--- src/design/sec_pkg.sv ---
package sec_pkg;

  localparam int RESULT_BITS = 32;

  localparam logic [7:0] CH_PLUS    = 8'h2B;
  localparam logic [7:0] CH_MINUS   = 8'h2D;
  localparam logic [7:0] CH_TIMES   = 8'h2A;
  localparam logic [7:0] CH_DIVIDE  = 8'h2F;
  localparam logic [7:0] CH_ZERO    = 8'h30;
  localparam logic [7:0] CH_SPACE   = 8'h20;
  localparam logic [7:0] CH_NEWLINE = 8'h0A;
  localparam logic [7:0] CH_TAB     = 8'h09;
  localparam logic [7:0] CH_BELL    = 8'h07;

  typedef enum logic [1:0] {
    OP_PLUS,
    OP_MINUS,
    OP_TIMES,
    OP_DIVIDE
  } op_t;

  typedef struct packed {
    logic [7:0] char_code;
    logic       last_char;
  } in_item_t;

  typedef struct packed {
    logic signed [RESULT_BITS-1:0] result_value;
    logic                          div_fault;
    logic                          bad_char_seen;
  } out_item_t;

  // Controller to datapath
  typedef struct packed {
    logic take;
    logic apply;
    logic finish;
    logic set_op;
    logic emit;
  } dp_cmd_t;

  // Datapath to controller
  typedef struct packed {
    logic in_oper;
    logic in_last;
    logic last_held;
    logic apply_long;
    logic mdu_done;
  } dp_sts_t;

  function automatic op_t char_to_op(input logic [7:0] c);
    op_t op;
    case (c)
      CH_PLUS:  op = OP_PLUS;
      CH_MINUS: op = OP_MINUS;
      CH_TIMES: op = OP_TIMES;
      default:  op = OP_DIVIDE;
    endcase
    return op;
  endfunction

endpackage

--- src/design/sec_muldiv.sv ---
// Shared shift-add multiplier and restoring divider, one bit per cycle.
module sec_muldiv #(
  parameter int WORD_BITS = 32
) (
  input  logic                 clk,
  input  logic                 rst_n,
  input  logic                 start,
  input  logic                 is_div,
  input  logic [WORD_BITS-1:0] opa,
  input  logic [WORD_BITS-1:0] opb,
  output logic                 done,
  output logic [WORD_BITS-1:0] result
);

  localparam int CW = $clog2(WORD_BITS);
  localparam logic [CW-1:0] LAST_STEP = CW'(WORD_BITS - 1);

  logic                 busy_r, busy_nxt;
  logic                 done_r, done_nxt;
  logic                 div_r, div_nxt;
  logic                 neg_r, neg_nxt;
  logic [CW-1:0]        cnt_r, cnt_nxt;
  logic [WORD_BITS-1:0] rem_r, rem_nxt;   // product or partial remainder
  logic [WORD_BITS-1:0] shd_r, shd_nxt;   // multiplier or dividend/quotient
  logic [WORD_BITS-1:0] dvs_r, dvs_nxt;   // multiplicand or divisor

  logic [WORD_BITS-1:0] mag_a, mag_b;
  logic [WORD_BITS:0]   rem_sh, diff;

  assign mag_a  = opa[WORD_BITS-1] ? (~opa + WORD_BITS'(1)) : opa;
  assign mag_b  = opb[WORD_BITS-1] ? (~opb + WORD_BITS'(1)) : opb;
  assign rem_sh = {rem_r, shd_r[WORD_BITS-1]};
  assign diff   = rem_sh - {1'b0, dvs_r};

  always_comb begin
    busy_nxt = busy_r;
    done_nxt = 1'b0;
    div_nxt  = div_r;
    neg_nxt  = neg_r;
    cnt_nxt  = cnt_r;
    rem_nxt  = rem_r;
    shd_nxt  = shd_r;
    dvs_nxt  = dvs_r;
    if (start) begin
      busy_nxt = 1'b1;
      div_nxt  = is_div;
      cnt_nxt  = '0;
      rem_nxt  = '0;
      neg_nxt  = opa[WORD_BITS-1] ^ opb[WORD_BITS-1];
      if (is_div) begin
        shd_nxt = mag_a;
        dvs_nxt = mag_b;
      end else begin
        shd_nxt = opb;
        dvs_nxt = opa;
      end
    end else if (busy_r) begin
      cnt_nxt = cnt_r + CW'(1);
      if (cnt_r == LAST_STEP) begin
        busy_nxt = 1'b0;
        done_nxt = 1'b1;
      end
      if (div_r) begin
        if (!diff[WORD_BITS]) begin
          rem_nxt = diff[WORD_BITS-1:0];
          shd_nxt = {shd_r[WORD_BITS-2:0], 1'b1};
        end else begin
          rem_nxt = rem_sh[WORD_BITS-1:0];
          shd_nxt = {shd_r[WORD_BITS-2:0], 1'b0};
        end
      end else begin
        if (shd_r[0]) begin
          rem_nxt = rem_r + dvs_r;
        end
        dvs_nxt = {dvs_r[WORD_BITS-2:0], 1'b0};
        shd_nxt = {1'b0, shd_r[WORD_BITS-1:1]};
      end
    end
  end

  always_ff @(posedge clk) begin
    if (!rst_n) begin
      busy_r <= 1'b0;
      done_r <= 1'b0;
      cnt_r  <= '0;
    end else begin
      busy_r <= busy_nxt;
      done_r <= done_nxt;
      cnt_r  <= cnt_nxt;
    end
    div_r <= div_nxt;
    neg_r <= neg_nxt;
    rem_r <= rem_nxt;
    shd_r <= shd_nxt;
    dvs_r <= dvs_nxt;
  end

  assign done = done_r;

  always_comb begin
    if (!div_r) begin
      result = rem_r;
    end else if (neg_r) begin
      result = ~shd_r + WORD_BITS'(1);
    end else begin
      result = shd_r;
    end
  end

endmodule

--- src/design/sec_datapath.sv ---
module sec_datapath #(
  parameter int WORD_BITS = 32
) (
  input  logic                clk,
  input  logic                rst_n,
  input  sec_pkg::in_item_t   in_data,
  input  sec_pkg::dp_cmd_t    cmd,
  output sec_pkg::dp_sts_t    sts,
  output sec_pkg::out_item_t  out_data
);

  localparam int RB = sec_pkg::RESULT_BITS;

  logic [WORD_BITS-1:0] acc_r, acc_nxt;
  logic [WORD_BITS-1:0] opnd_r, opnd_nxt;
  sec_pkg::op_t         pend_r, pend_nxt;
  sec_pkg::op_t         new_op_r, new_op_nxt;
  logic                 last_r, last_nxt;
  logic                 fault_r, fault_nxt;
  logic                 skip_r, skip_nxt;
  sec_pkg::out_item_t   out_r, out_nxt;

  logic                 in_oper, in_skip, div_ok, apply_long;
  logic [WORD_BITS-1:0] digit_val;
  logic [WORD_BITS-1:0] mdu_result;
  logic                 mdu_done;
  logic [WORD_BITS+RB-1:0] acc_ext;

  assign in_oper = (in_data.char_code == sec_pkg::CH_PLUS)  ||
                   (in_data.char_code == sec_pkg::CH_MINUS) ||
                   (in_data.char_code == sec_pkg::CH_TIMES) ||
                   (in_data.char_code == sec_pkg::CH_DIVIDE);
  assign in_skip = (in_data.char_code == sec_pkg::CH_NEWLINE) ||
                   (in_data.char_code == sec_pkg::CH_TAB)     ||
                   (in_data.char_code == sec_pkg::CH_BELL)    ||
                   (in_data.char_code == sec_pkg::CH_SPACE);

  // operand*10 + (char - '0'), wrapped
  assign digit_val = {opnd_r[WORD_BITS-4:0], 3'b000} + {opnd_r[WORD_BITS-2:0], 1'b0}
                   + WORD_BITS'(in_data.char_code) - WORD_BITS'(sec_pkg::CH_ZERO);

  assign div_ok     = (acc_r != '0) && (opnd_r != '0);
  assign apply_long = (pend_r == sec_pkg::OP_TIMES) ||
                      ((pend_r == sec_pkg::OP_DIVIDE) && div_ok);
  assign acc_ext    = {{RB{1'b0}}, acc_r};

  sec_muldiv #(
    .WORD_BITS (WORD_BITS)
  ) u_muldiv (
    .clk    (clk),
    .rst_n  (rst_n),
    .start  (cmd.apply && apply_long),
    .is_div (pend_r == sec_pkg::OP_DIVIDE),
    .opa    (acc_r),
    .opb    (opnd_r),
    .done   (mdu_done),
    .result (mdu_result)
  );

  always_comb begin
    acc_nxt    = acc_r;
    opnd_nxt   = opnd_r;
    pend_nxt   = pend_r;
    new_op_nxt = new_op_r;
    last_nxt   = last_r;
    fault_nxt  = fault_r;
    skip_nxt   = skip_r;
    out_nxt    = out_r;

    if (cmd.take) begin
      last_nxt = in_data.last_char;
      if (in_oper) begin
        new_op_nxt = sec_pkg::char_to_op(in_data.char_code);
      end else if (in_skip) begin
        skip_nxt = 1'b1;
      end else begin
        opnd_nxt = digit_val;
      end
    end

    if (cmd.apply) begin
      case (pend_r)
        sec_pkg::OP_PLUS: begin
          acc_nxt  = acc_r + opnd_r;
          opnd_nxt = '0;
        end
        sec_pkg::OP_MINUS: begin
          acc_nxt  = acc_r - opnd_r;
          opnd_nxt = '0;
        end
        sec_pkg::OP_DIVIDE: begin
          if (!div_ok) begin
            fault_nxt = 1'b1;
          end
        end
        default: begin
        end
      endcase
    end

    if (cmd.finish) begin
      acc_nxt  = mdu_result;
      opnd_nxt = '0;
    end

    if (cmd.set_op) begin
      pend_nxt = new_op_r;
    end

    if (cmd.emit) begin
      out_nxt.result_value  = $signed(acc_ext[RB-1:0]);
      out_nxt.div_fault     = fault_r;
      out_nxt.bad_char_seen = skip_r;
      acc_nxt   = '0;
      opnd_nxt  = '0;
      pend_nxt  = sec_pkg::OP_PLUS;
      fault_nxt = 1'b0;
      skip_nxt  = 1'b0;
      last_nxt  = 1'b0;
    end
  end

  always_ff @(posedge clk) begin
    if (!rst_n) begin
      acc_r    <= '0;
      opnd_r   <= '0;
      pend_r   <= sec_pkg::OP_PLUS;
      new_op_r <= sec_pkg::OP_PLUS;
      last_r   <= 1'b0;
      fault_r  <= 1'b0;
      skip_r   <= 1'b0;
    end else begin
      acc_r    <= acc_nxt;
      opnd_r   <= opnd_nxt;
      pend_r   <= pend_nxt;
      new_op_r <= new_op_nxt;
      last_r   <= last_nxt;
      fault_r  <= fault_nxt;
      skip_r   <= skip_nxt;
    end
    out_r <= out_nxt;
  end

  assign out_data       = out_r;
  assign sts.in_oper    = in_oper;
  assign sts.in_last    = in_data.last_char;
  assign sts.last_held  = last_r;
  assign sts.apply_long = apply_long;
  assign sts.mdu_done   = mdu_done;

endmodule

--- src/design/sec_control.sv ---
module sec_control (
  input  logic              clk,
  input  logic              rst_n,
  input  logic              in_valid,
  output logic              in_ready,
  output logic              out_valid,
  input  logic              out_ready,
  input  sec_pkg::dp_sts_t  sts,
  output sec_pkg::dp_cmd_t  cmd
);

  typedef enum logic [2:0] {
    S_IDLE,
    S_APPLY,
    S_WAIT,
    S_POST,
    S_EMIT
  } state_t;

  state_t state_r, state_nxt;
  logic   final_r, final_nxt;       // applying the closing operation
  logic   out_valid_r, out_valid_nxt;

  always_comb begin
    cmd           = '0;
    state_nxt     = state_r;
    final_nxt     = final_r;
    out_valid_nxt = out_valid_r && !out_ready;
    case (state_r)
      S_IDLE: begin
        if (in_valid) begin
          cmd.take = 1'b1;
          if (sts.in_oper) begin
            final_nxt = 1'b0;
            state_nxt = S_APPLY;
          end else if (sts.in_last) begin
            final_nxt = 1'b1;
            state_nxt = S_APPLY;
          end
        end
      end
      S_APPLY: begin
        cmd.apply = 1'b1;
        state_nxt = sts.apply_long ? S_WAIT : S_POST;
      end
      S_WAIT: begin
        if (sts.mdu_done) begin
          cmd.finish = 1'b1;
          state_nxt  = S_POST;
        end
      end
      S_POST: begin
        if (!final_r) begin
          cmd.set_op = 1'b1;
          if (sts.last_held) begin
            final_nxt = 1'b1;
            state_nxt = S_APPLY;
          end else begin
            state_nxt = S_IDLE;
          end
        end else begin
          state_nxt = S_EMIT;
        end
      end
      S_EMIT: begin
        if (!out_valid_r || out_ready) begin
          cmd.emit      = 1'b1;
          out_valid_nxt = 1'b1;
          state_nxt     = S_IDLE;
        end
      end
      default: begin
        state_nxt = S_IDLE;
      end
    endcase
  end

  always_ff @(posedge clk) begin
    if (!rst_n) begin
      state_r     <= S_IDLE;
      final_r     <= 1'b0;
      out_valid_r <= 1'b0;
    end else begin
      state_r     <= state_nxt;
      final_r     <= final_nxt;
      out_valid_r <= out_valid_nxt;
    end
  end

  assign in_ready  = (state_r == S_IDLE);
  assign out_valid = out_valid_r;

endmodule

--- src/design/stream_expression_calculator.sv ---
// Left-to-right expression calculator: feed one ASCII character per transaction, with
// last_char set on the final one, and one result transaction comes back per expression
// holding the wrapped accumulator, a division-fault flag and a skipped-character flag.
// There is no operator precedence; '+', '-', '*' and '/' apply the pending operator,
// newline, tab, bell and space are dropped (setting the skip flag), and every other
// byte counts as a digit. A digit or skipped character other than the last leaves the
// block ready for the next character; an operator first runs the apply and post steps,
// and a multiply or real division also waits on the shared multiply/divide unit, which
// retires one bit per cycle. The last character adds one more apply pass and a load of
// the result register, and that load waits while the previous result is still held.
// The result register sits apart from the input side, so a waiting result does not
// stall new characters until the next result is ready to be loaded.
module stream_expression_calculator #(
  parameter int WORD_BITS = 32
) (
  input  logic                clk,
  input  logic                rst_n,
  input  logic                in_valid,
  output logic                in_ready,
  input  sec_pkg::in_item_t   in_data,
  output logic                out_valid,
  input  logic                out_ready,
  output sec_pkg::out_item_t  out_data
);

  sec_pkg::dp_cmd_t cmd;
  sec_pkg::dp_sts_t sts;

  // Sequence take / apply / wait / update-operator / emit steps.
  sec_control u_control (
    .clk       (clk),
    .rst_n     (rst_n),
    .in_valid  (in_valid),
    .in_ready  (in_ready),
    .out_valid (out_valid),
    .out_ready (out_ready),
    .sts       (sts),
    .cmd       (cmd)
  );

  // Hold accumulator, operand, pending operator, flags and the result register.
  sec_datapath #(
    .WORD_BITS (WORD_BITS)
  ) u_datapath (
    .clk      (clk),
    .rst_n    (rst_n),
    .in_data  (in_data),
    .cmd      (cmd),
    .sts      (sts),
    .out_data (out_data)
  );

endmodule

--- config.mk ---
export PLATFORM = sky130hd
export DESIGN_NAME = stream_expression_calculator
export DESIGN_NICKNAME = d
export VERILOG_FILES = /design/src/design/sec_pkg.sv /design/src/design/sec_muldiv.sv /design/src/design/sec_datapath.sv /design/src/design/sec_control.sv /design/src/design/stream_expression_calculator.sv
export SDC_FILE = /design/constraint.sdc
export NUM_CORES = 1
export LEC_CHECK = 0
export BUFFER_PORTS_ARGS = -buffer_cell sky130_fd_sc_hd__buf_2
export CORE_ASPECT_RATIO = 1.25
export CORE_MARGIN = 5
export CORE_UTILIZATION = 40
export DETAILED_ROUTE_END_ITERATION = 8
export GPL_TIMING_DRIVEN = 1
export HOLD_SLACK_MARGIN = 0.15
export PLACE_DENSITY = 0.65
export SLEW_MARGIN = 20
export SYNTH_ARGS = -nofsm -noshare
export SYNTH_HDL_FRONTEND = slang
export SYNTH_SLANG_ARGS = --single-unit
--- constraint.sdc ---
create_clock -name clk -period 12.93 [get_ports clk]
set_input_delay 1.9395 -clock clk [delete_from_list [all_inputs] [get_ports clk]]
set_output_delay 1.9395 -clock clk [all_outputs]
set_load 0.005 [all_outputs]
## Yosys cells after proc, flatten, opt, wreduce, memory -nomap -nowiden

Index checks and enable logic that the tools add are counted.

| operators by class | value |
|---|---|
| add/subtract/negate cells | 11 |
| eq/ne operators | 21 |
| muxes and demuxes | 55 |
| bitwise gates (word level) | 8 |
| reductions and logical operators | 36 |

Operators by type and width:

| kind | count |
|---|---|
| $mux W32 | 22 |
| $add A32 B1 Y32 const B | 3 |
| $add A32 B32 Y32 | 3 |
| $not A32 Y32 | 3 |
| $pmux W32 S2 | 1 |
| $reduce_bool A32 Y1 | 2 |
| $eq A8 B6 Y1 const B | 5 |
| $sub A33 B32 Y33 | 1 |
| $add A32 B8 Y32 | 1 |
| $sub A32 B32 Y32 | 1 |
| $sub A32 B6 Y32 const B | 1 |
| $mux W1 | 23 |
| $mux W3 | 6 |
| $eq A8 B4 Y1 const B | 2 |
| $pmux W3 S5 | 1 |
| $reduce_and A3 Y1 | 3 |
| $eq A8 B3 Y1 const B | 1 |
| $logic_or A1 B1 Y1 | 8 |
| $reduce_and A2 Y1 | 4 |
| $reduce_bool A2 Y1 | 4 |
| $eq A3 B2 Y1 const B | 2 |
| $pmux W2 S3 | 1 |
| $reduce_or A2 Y1 | 3 |
| $reduce_or A3 Y1 | 2 |
| other kinds (18) | 28 |

| storage, ports and cells | value |
|---|---|
| register bits | 215 |
| input bits | 13 |
| output and inout port bits | 36 |

## Longest topological paths before layout

| depth | value |
|---|---|
| depth after elaboration | 9 |
| depth in mapped cells | 20 |

## Modules after synthesis

A second synthesis with hierarchy kept.

| second synthesis, totals | value |
|---|---|
| cell total of the unflattened synthesis | 2,508 |
| area, all modules | 19,946.6 µm² |

Modules (own cells, without submodules):

| module | times used | cells an instance | area each (µm²) | sequential area each (µm²) |
|---|---|---|---|---|
| sec_muldiv | 1 | 1,404 | 10,954.3 | 2,762.6 |
| sec_datapath | 1 | 1,072 | 8,695.8 | 2,442.3 |
| sec_control | 1 | 32 | 296.5 | 100.1 |

## Least setup slack after synthesis

Ideal clock, no wire load.

| timing | value |
|---|---|
| path type | input port to flip-flop |
| start point | input port in_data[4] (netlist name) |
| end point | register u_datapath.opnd_r[28] |
| library setup time | 0.122 ns |
| arrival time | 5.037 ns |
| setup slack | 7.771 ns |
| stages on the path | 15 |
| buffers on the path | 0 |
| path through | inv_1 -> fa_1 -> inv_1 -> fa_1 -> ha_1 -> a211oi_1 -> o211ai_1 -> a31oi_1 -> a31oi_1 -> a221o_1 -> a21oi_1 -> o21bai_1 -> a21boi_0 -> xor2_1 -> o21ai_0 |

| between the ends | value |
|---|---|
| word-level cells in the longest chain between the ends | 9 |
| elaborated cells on any way between the ends | 21 |

Ends and longest elaborated chain:

| item | RTL line | source |
|---|---|---|
| from (decl) | stream_expression_calculator.sv:20 | `input sec_pkg::in_item_t in_data,` |
| branches (longest 5 deep; another with $add A32 B8 Y32) | - |  |
| $mux W32 (*) | sec_datapath.sv:72 | `if (in_oper) begin` |
| $mux W32 (*) | sec_datapath.sv:70 | `if (cmd.take) begin` |
| $mux W32 | sec_datapath.sv:82 | `case (pend_r)` |
| $mux W32 (*) | sec_datapath.sv:81 | `if (cmd.apply) begin` |
| to (signal assigned) | sec_datapath.sv:134 | `opnd_r <= opnd_nxt;` |
| to (decl) | sec_datapath.sv:15 | `logic [WORD_BITS-1:0] opnd_r, opnd_nxt;` |

Every way passes the cells marked *.
A chain may end at the register's enable or synchronous reset.

## Worst setup path after layout

| timing | value |
|---|---|
| start point | input port in_data[4] (netlist name) |
| end point | register u_datapath.opnd_r[31] |

Same word-level chain as after synthesis.

==> reports/metrics.json <==
{
  "dpl.hpwl": {"value": 43420, "unit": "µm"},
  "grt_busiest_layer": {"value": "met2"},
  "synth_top_cell_area_share": {"value": 15.37, "unit": "%"},
  "route.detailed.vias_per_inst": {"value": 5.612},
  "first_iter_violations": {"value": 1235},
  "regToRegStartpoint": {"value": "u_datapath.opnd_r[0]"},
  "ys_seq_elements": {"value": 215},
  "critical_path.max_stage_delay": {"value": 0.54, "unit": "ns"},
  "hp-class": {"value": "register to register"},
  "worst_slew_margin_rel": {"value": 30.79, "unit": "%"},
  "grt_max_degree": {"value": 80},
  "cpMaxStageDelayCell": {"value": "sky130_fd_sc_hd__fa_1"},
  "outcome": {"value": "completed"},
  "reg2reg_slack": {"value": 8.05, "unit": "ns"},
  "synth_cell_type_count": {"value": 83},
  "worst-endpoint-arrival": {"value": 5.85, "unit": "ns"},
  "cts_setup_buffers": {"value": 0},
  "p_leak": {"value": 8.598, "unit": "nW"},
  "cpMostUsedCell": {"value": "sky130_fd_sc_hd__inv_1"},
  "timing.max_cap.violations": {"value": 0},
  "dr.pass1.iters": {"value": 5},
  "timing.critical_path.to_type": {"value": "register"},
  "ant_nets": {"value": 0},
  "synthCells": {"value": 2459},
  "synth_top_cells_by_area": {"value": "sky130_fd_sc_hd__edfxtp_1 15%, sky130_fd_sc_hd__dfxtp_1 12%, sky130_fd_sc_hd__ha_1 12%"},
  "cts_inserted_buffers": {"value": 25},
  "clkSlewWorstSetupHoldPaths": {"value": 0.06, "unit": "ns"},
  "grt_util_met2": {"value": 35.65, "unit": "%"},
  "min_to": {"value": "u_datapath.out_data[1]"},
  "cts_tree": {"value": "done"},
  "htreeDepth": {"value": 1},
  "post_cts_resized": {"value": 0},
  "cp-start-kind": {"value": "input port"},
  "post_synth.cell_area_avg": {"value": 7.946, "unit": "µm²"},
  "clockRootBuffer": {"value": "sky130_fd_sc_hd__clkbuf_16"},
  "final_util": {"value": 43.45, "unit": "%"},
  "postSynth.asyncResetShare": {"value": 0, "unit": "%"},
  "dr_total_vias": {"value": 17370},
  "post_route_cells_drive_above_1_share": {"value": 5.916, "unit": "%"},
  "timing.critical_path.fanout_max": {"value": 5},
  "cts.path.max_buffers": {"value": 3},
  "coreArea": {"value": 0.04831, "unit": "mm²"},
  "worstPathRequired": {"value": 13.38, "unit": "ns"},
  "worst_clock_skew": {"value": 0.01858, "unit": "ns"},
  "min_delay_path_depth": {"value": 0},
  "ys_dominant_reg_cell": {"value": "sky130_fd_sc_hd__dfxtp_1"},
  "r2r-end": {"value": "u_datapath.acc_r[30]"},
  "finalWirelength": {"value": 55310, "unit": "µm"},
  "finalCritPeriodShare": {"value": 41.72, "unit": "%"},
  "power.ir.vdd_worst": {"value": 0.0001249, "unit": "V"},
  "timing.critical_path.cells": {"value": "buf_2 -> inv_1 -> fa_1 -> inv_1 -> ha_1 -> ha_1 -> inv_1 -> fa_1 -> nor2b_1 -> o31a_1 -> o211a_1 -> nor3_1 -> o21ai_1 -> a31o_2 -> a221oi_1 -> o31ai_1 -> a211oi_1"},
  "timing_worst_setup_path_type": {"value": "input port to register"},
  "grt_usage": {"value": 19.90, "unit": "%"},
  "grt_overflow": {"value": 0},
  "fin_tns_setup": {"value": 0, "unit": "ns"},
  "timing.reg2reg.worst_path_depth": {"value": 17},
  "clock_latency": {"value": 0.54, "unit": "ns"},
  "row_count": {"value": 90},
  "route.detailed.drc": {"value": 0},
  "setup_viol_count_final": {"value": 0},
  "nFillCells": {"value": 4808},
  "wl_per_instance": {"value": 17.87, "unit": "µm"},
  "nets": {"value": 2637},
  "synth_area_leader_cell": {"value": "sky130_fd_sc_hd__edfxtp_1"},
  "yosysSeqAreaShare": {"value": 27.15, "unit": "%"},
  "power_density_normalized_to_cell_area": {"value": 182.5, "unit": "mW/mm²"},
  "period_needed": {"value": 5.395, "unit": "ns"},
  "finalWeightedCongestion": {"value": 0.9086},
  "gr-usage-met3": {"value": 1.559, "unit": "%"},
  "finalMaxSlewViolations": {"value": 0},
  "io_buffer_count": {"value": 48},
  "rsz_0062_raised_after_global_routing": {"value": "false"},
  "hold_viol": {"value": 0},
  "grt_pass1_wl": {"value": 88760, "unit": "µm"},
  "fmax": {"value": 185.4, "unit": "MHz"},
  "antenna_violations_before_repair": {"value": 0},
  "tightestPinTransition": {"value": 1.038, "unit": "ns"},
  "area_delta_synth_final": {"value": 7.428, "unit": "%"},
  "first_global_vias": {"value": 16780},
  "cts.hold.buffers_added": {"value": 0},
  "timing.hold.worst.start": {"value": "u_datapath.fault_r"},
  "antenna_cells_inserted": {"value": 0},
  "floorplan.initialDensity": {"value": 40.45, "unit": "%"},
  "ys.warnings.count": {"value": 0},
  "chipHeight": {"value": 257.1, "unit": "µm"},
  "cts_sinks": {"value": 215},
  "grt.met1_usage": {"value": 25.28, "unit": "%"},
  "boundaryPins": {"value": 49},
  "die_area": {"value": 0.05340, "unit": "mm²"},
  "syn-cell-area": {"value": 0.01954, "unit": "mm²"},
  "dieWidth": {"value": 207.7, "unit": "µm"},
  "synth_fp_nets": {"value": 2663},
  "synth_edf_count": {"value": 100}
}
cell usage after synthesis, types with 51 or more instances:
master,count
sky130_fd_sc_hd__xor2_1,98
sky130_fd_sc_hd__edfxtp_1,100
sky130_fd_sc_hd__ha_1,182
sky130_fd_sc_hd__nor2_1,216
sky130_fd_sc_hd__o21ai_0,198
sky130_fd_sc_hd__clkbuf_1,98
sky130_fd_sc_hd__dfxtp_1,115
sky130_fd_sc_hd__a211oi_1,76
sky130_fd_sc_hd__xnor2_1,123
sky130_fd_sc_hd__inv_1,155
sky130_fd_sc_hd__a21oi_1,238
sky130_fd_sc_hd__a21o_1,51
sky130_fd_sc_hd__nand2_1,247
metal layers:
metal | up-vias | share of wire [%]
met1 | 8074 | 44
met4 | 0 | 3.3
met3 | 90 | 4.0
li1 | 8820 | -
met2 | 385 | 49
met5 | - | 0
flip-flops by register name, indices dropped and copies added (netlist names), 2 cells and up:
register / flops
u_datapath.u_muldiv.rem_r: 32
u_datapath.out_data: 34
u_datapath.u_muldiv.dvs_r: 32
u_datapath.pend_r: 2
u_datapath.opnd_r: 32
u_datapath.u_muldiv.shd_r: 32
u_datapath.acc_r: 32
u_datapath.u_muldiv.cnt_r: 5
u_datapath.new_op_r: 2
u_control.state_r: 3
worst max-delay path by stage:
stage                          start                     to  slack, ns  depth (start not counted)
final                     in_data[4]  u_datapath.opnd_r[31]       7.54                         17
after global routing      in_data[4]  u_datapath.opnd_r[31]       7.22                         17
after CTS                 in_data[4]  u_datapath.opnd_r[31]       7.54                         17
after detailed placement  in_data[4]  u_datapath.opnd_r[31]       6.98                         17
after global placement    in_data[4]  u_datapath.opnd_r[31]       7.06                         17
after floorplan           in_data[4]  u_datapath.opnd_r[28]       7.77                         15
worst max-delay path: cells and delay by family:
family | cells | cell delay, ns
adders and majority gates | 4 | 1.23
and+or+nand+nor | 2 | 0.53
buffers and inverters | 4 | 0.33
AOI/OAI and AO/OA | 7 | 1.82
logic make-up after synthesis:
logic type,count (synthesis),share of synthesized area [%]
AO/OA/AOI/OAI,777,24.66
AND/OR/NAND/NOR,723,17.28
buffers and inverters,280,5.737
XOR/XNOR,221,9.906
flip-flops,215,27.15
adder cells (fa/ha/maj),191,12.58
multiplexers,52,2.689
through the flow:
step           hold slack [ns]  power, W  setup WS, ns  instance area, µm²  std cells
6_report                0.4480  0.003831         7.535               20990       3095
4_1_cts                 0.4504  0.003829         7.537               20990       3095
5_1_grt                 0.4536  0.004173         7.222               20990       3095
2_1_floorplan           0.4064  0.002706         7.771               19540       2459
3_5_place_dp            0.4344  0.003172         6.976               20270       3050
3_3_place_gp            0.4273  0.003130         7.057               20270       3050
area by class of cell:
type                       count  area (µm²)  share of cell area, %
clock inverter                12       55.05                 0.2623
multi-input combinational   1964       13160                  62.70
clock buffer                  33       665.6                  3.171
inverter                     156       585.6                  2.790
sequential                   215        5305                  25.27
tap                          644       805.8                  3.839
timing repair buffer          71       412.9                  1.967
cells in the final DEF, fill, tap and decap left out, types with 25 or more instances in the layout:
master / netlist / layout
sky130_fd_sc_hd__buf_2: 14 / 48
sky130_fd_sc_hd__o31ai_1: 43 / 43
sky130_fd_sc_hd__xor2_1: 98 / 97
sky130_fd_sc_hd__nand2b_1: 31 / 31
sky130_fd_sc_hd__ha_1: 182 / 182
sky130_fd_sc_hd__edfxtp_1: 100 / 100
sky130_fd_sc_hd__o21ai_0: 198 / 197
sky130_fd_sc_hd__o211ai_1: 36 / 36
sky130_fd_sc_hd__a211oi_1: 76 / 76
sky130_fd_sc_hd__inv_1: 155 / 154
sky130_fd_sc_hd__nor3_1: 49 / 48
sky130_fd_sc_hd__nor2_1: 216 / 215
sky130_fd_sc_hd__mux2i_1: 48 / 48
sky130_fd_sc_hd__a21o_1: 51 / 51
sky130_fd_sc_hd__xnor2_1: 123 / 123
sky130_fd_sc_hd__nand2_1: 247 / 245
sky130_fd_sc_hd__clkbuf_16: 0 / 25
sky130_fd_sc_hd__dfxtp_1: 115 / 115
sky130_fd_sc_hd__nand3_1: 43 / 43
sky130_fd_sc_hd__a21oi_1: 238 / 238
where the power goes:
part	switching, W	leakage (nW)	internal [W]
clock	0.000284	0.355	0.000360
combinational	0.00130	6.38	0.000974
sequential	0.000137	1.86	0.000777
No activity file was read; power rests on OpenSTA's default activity.
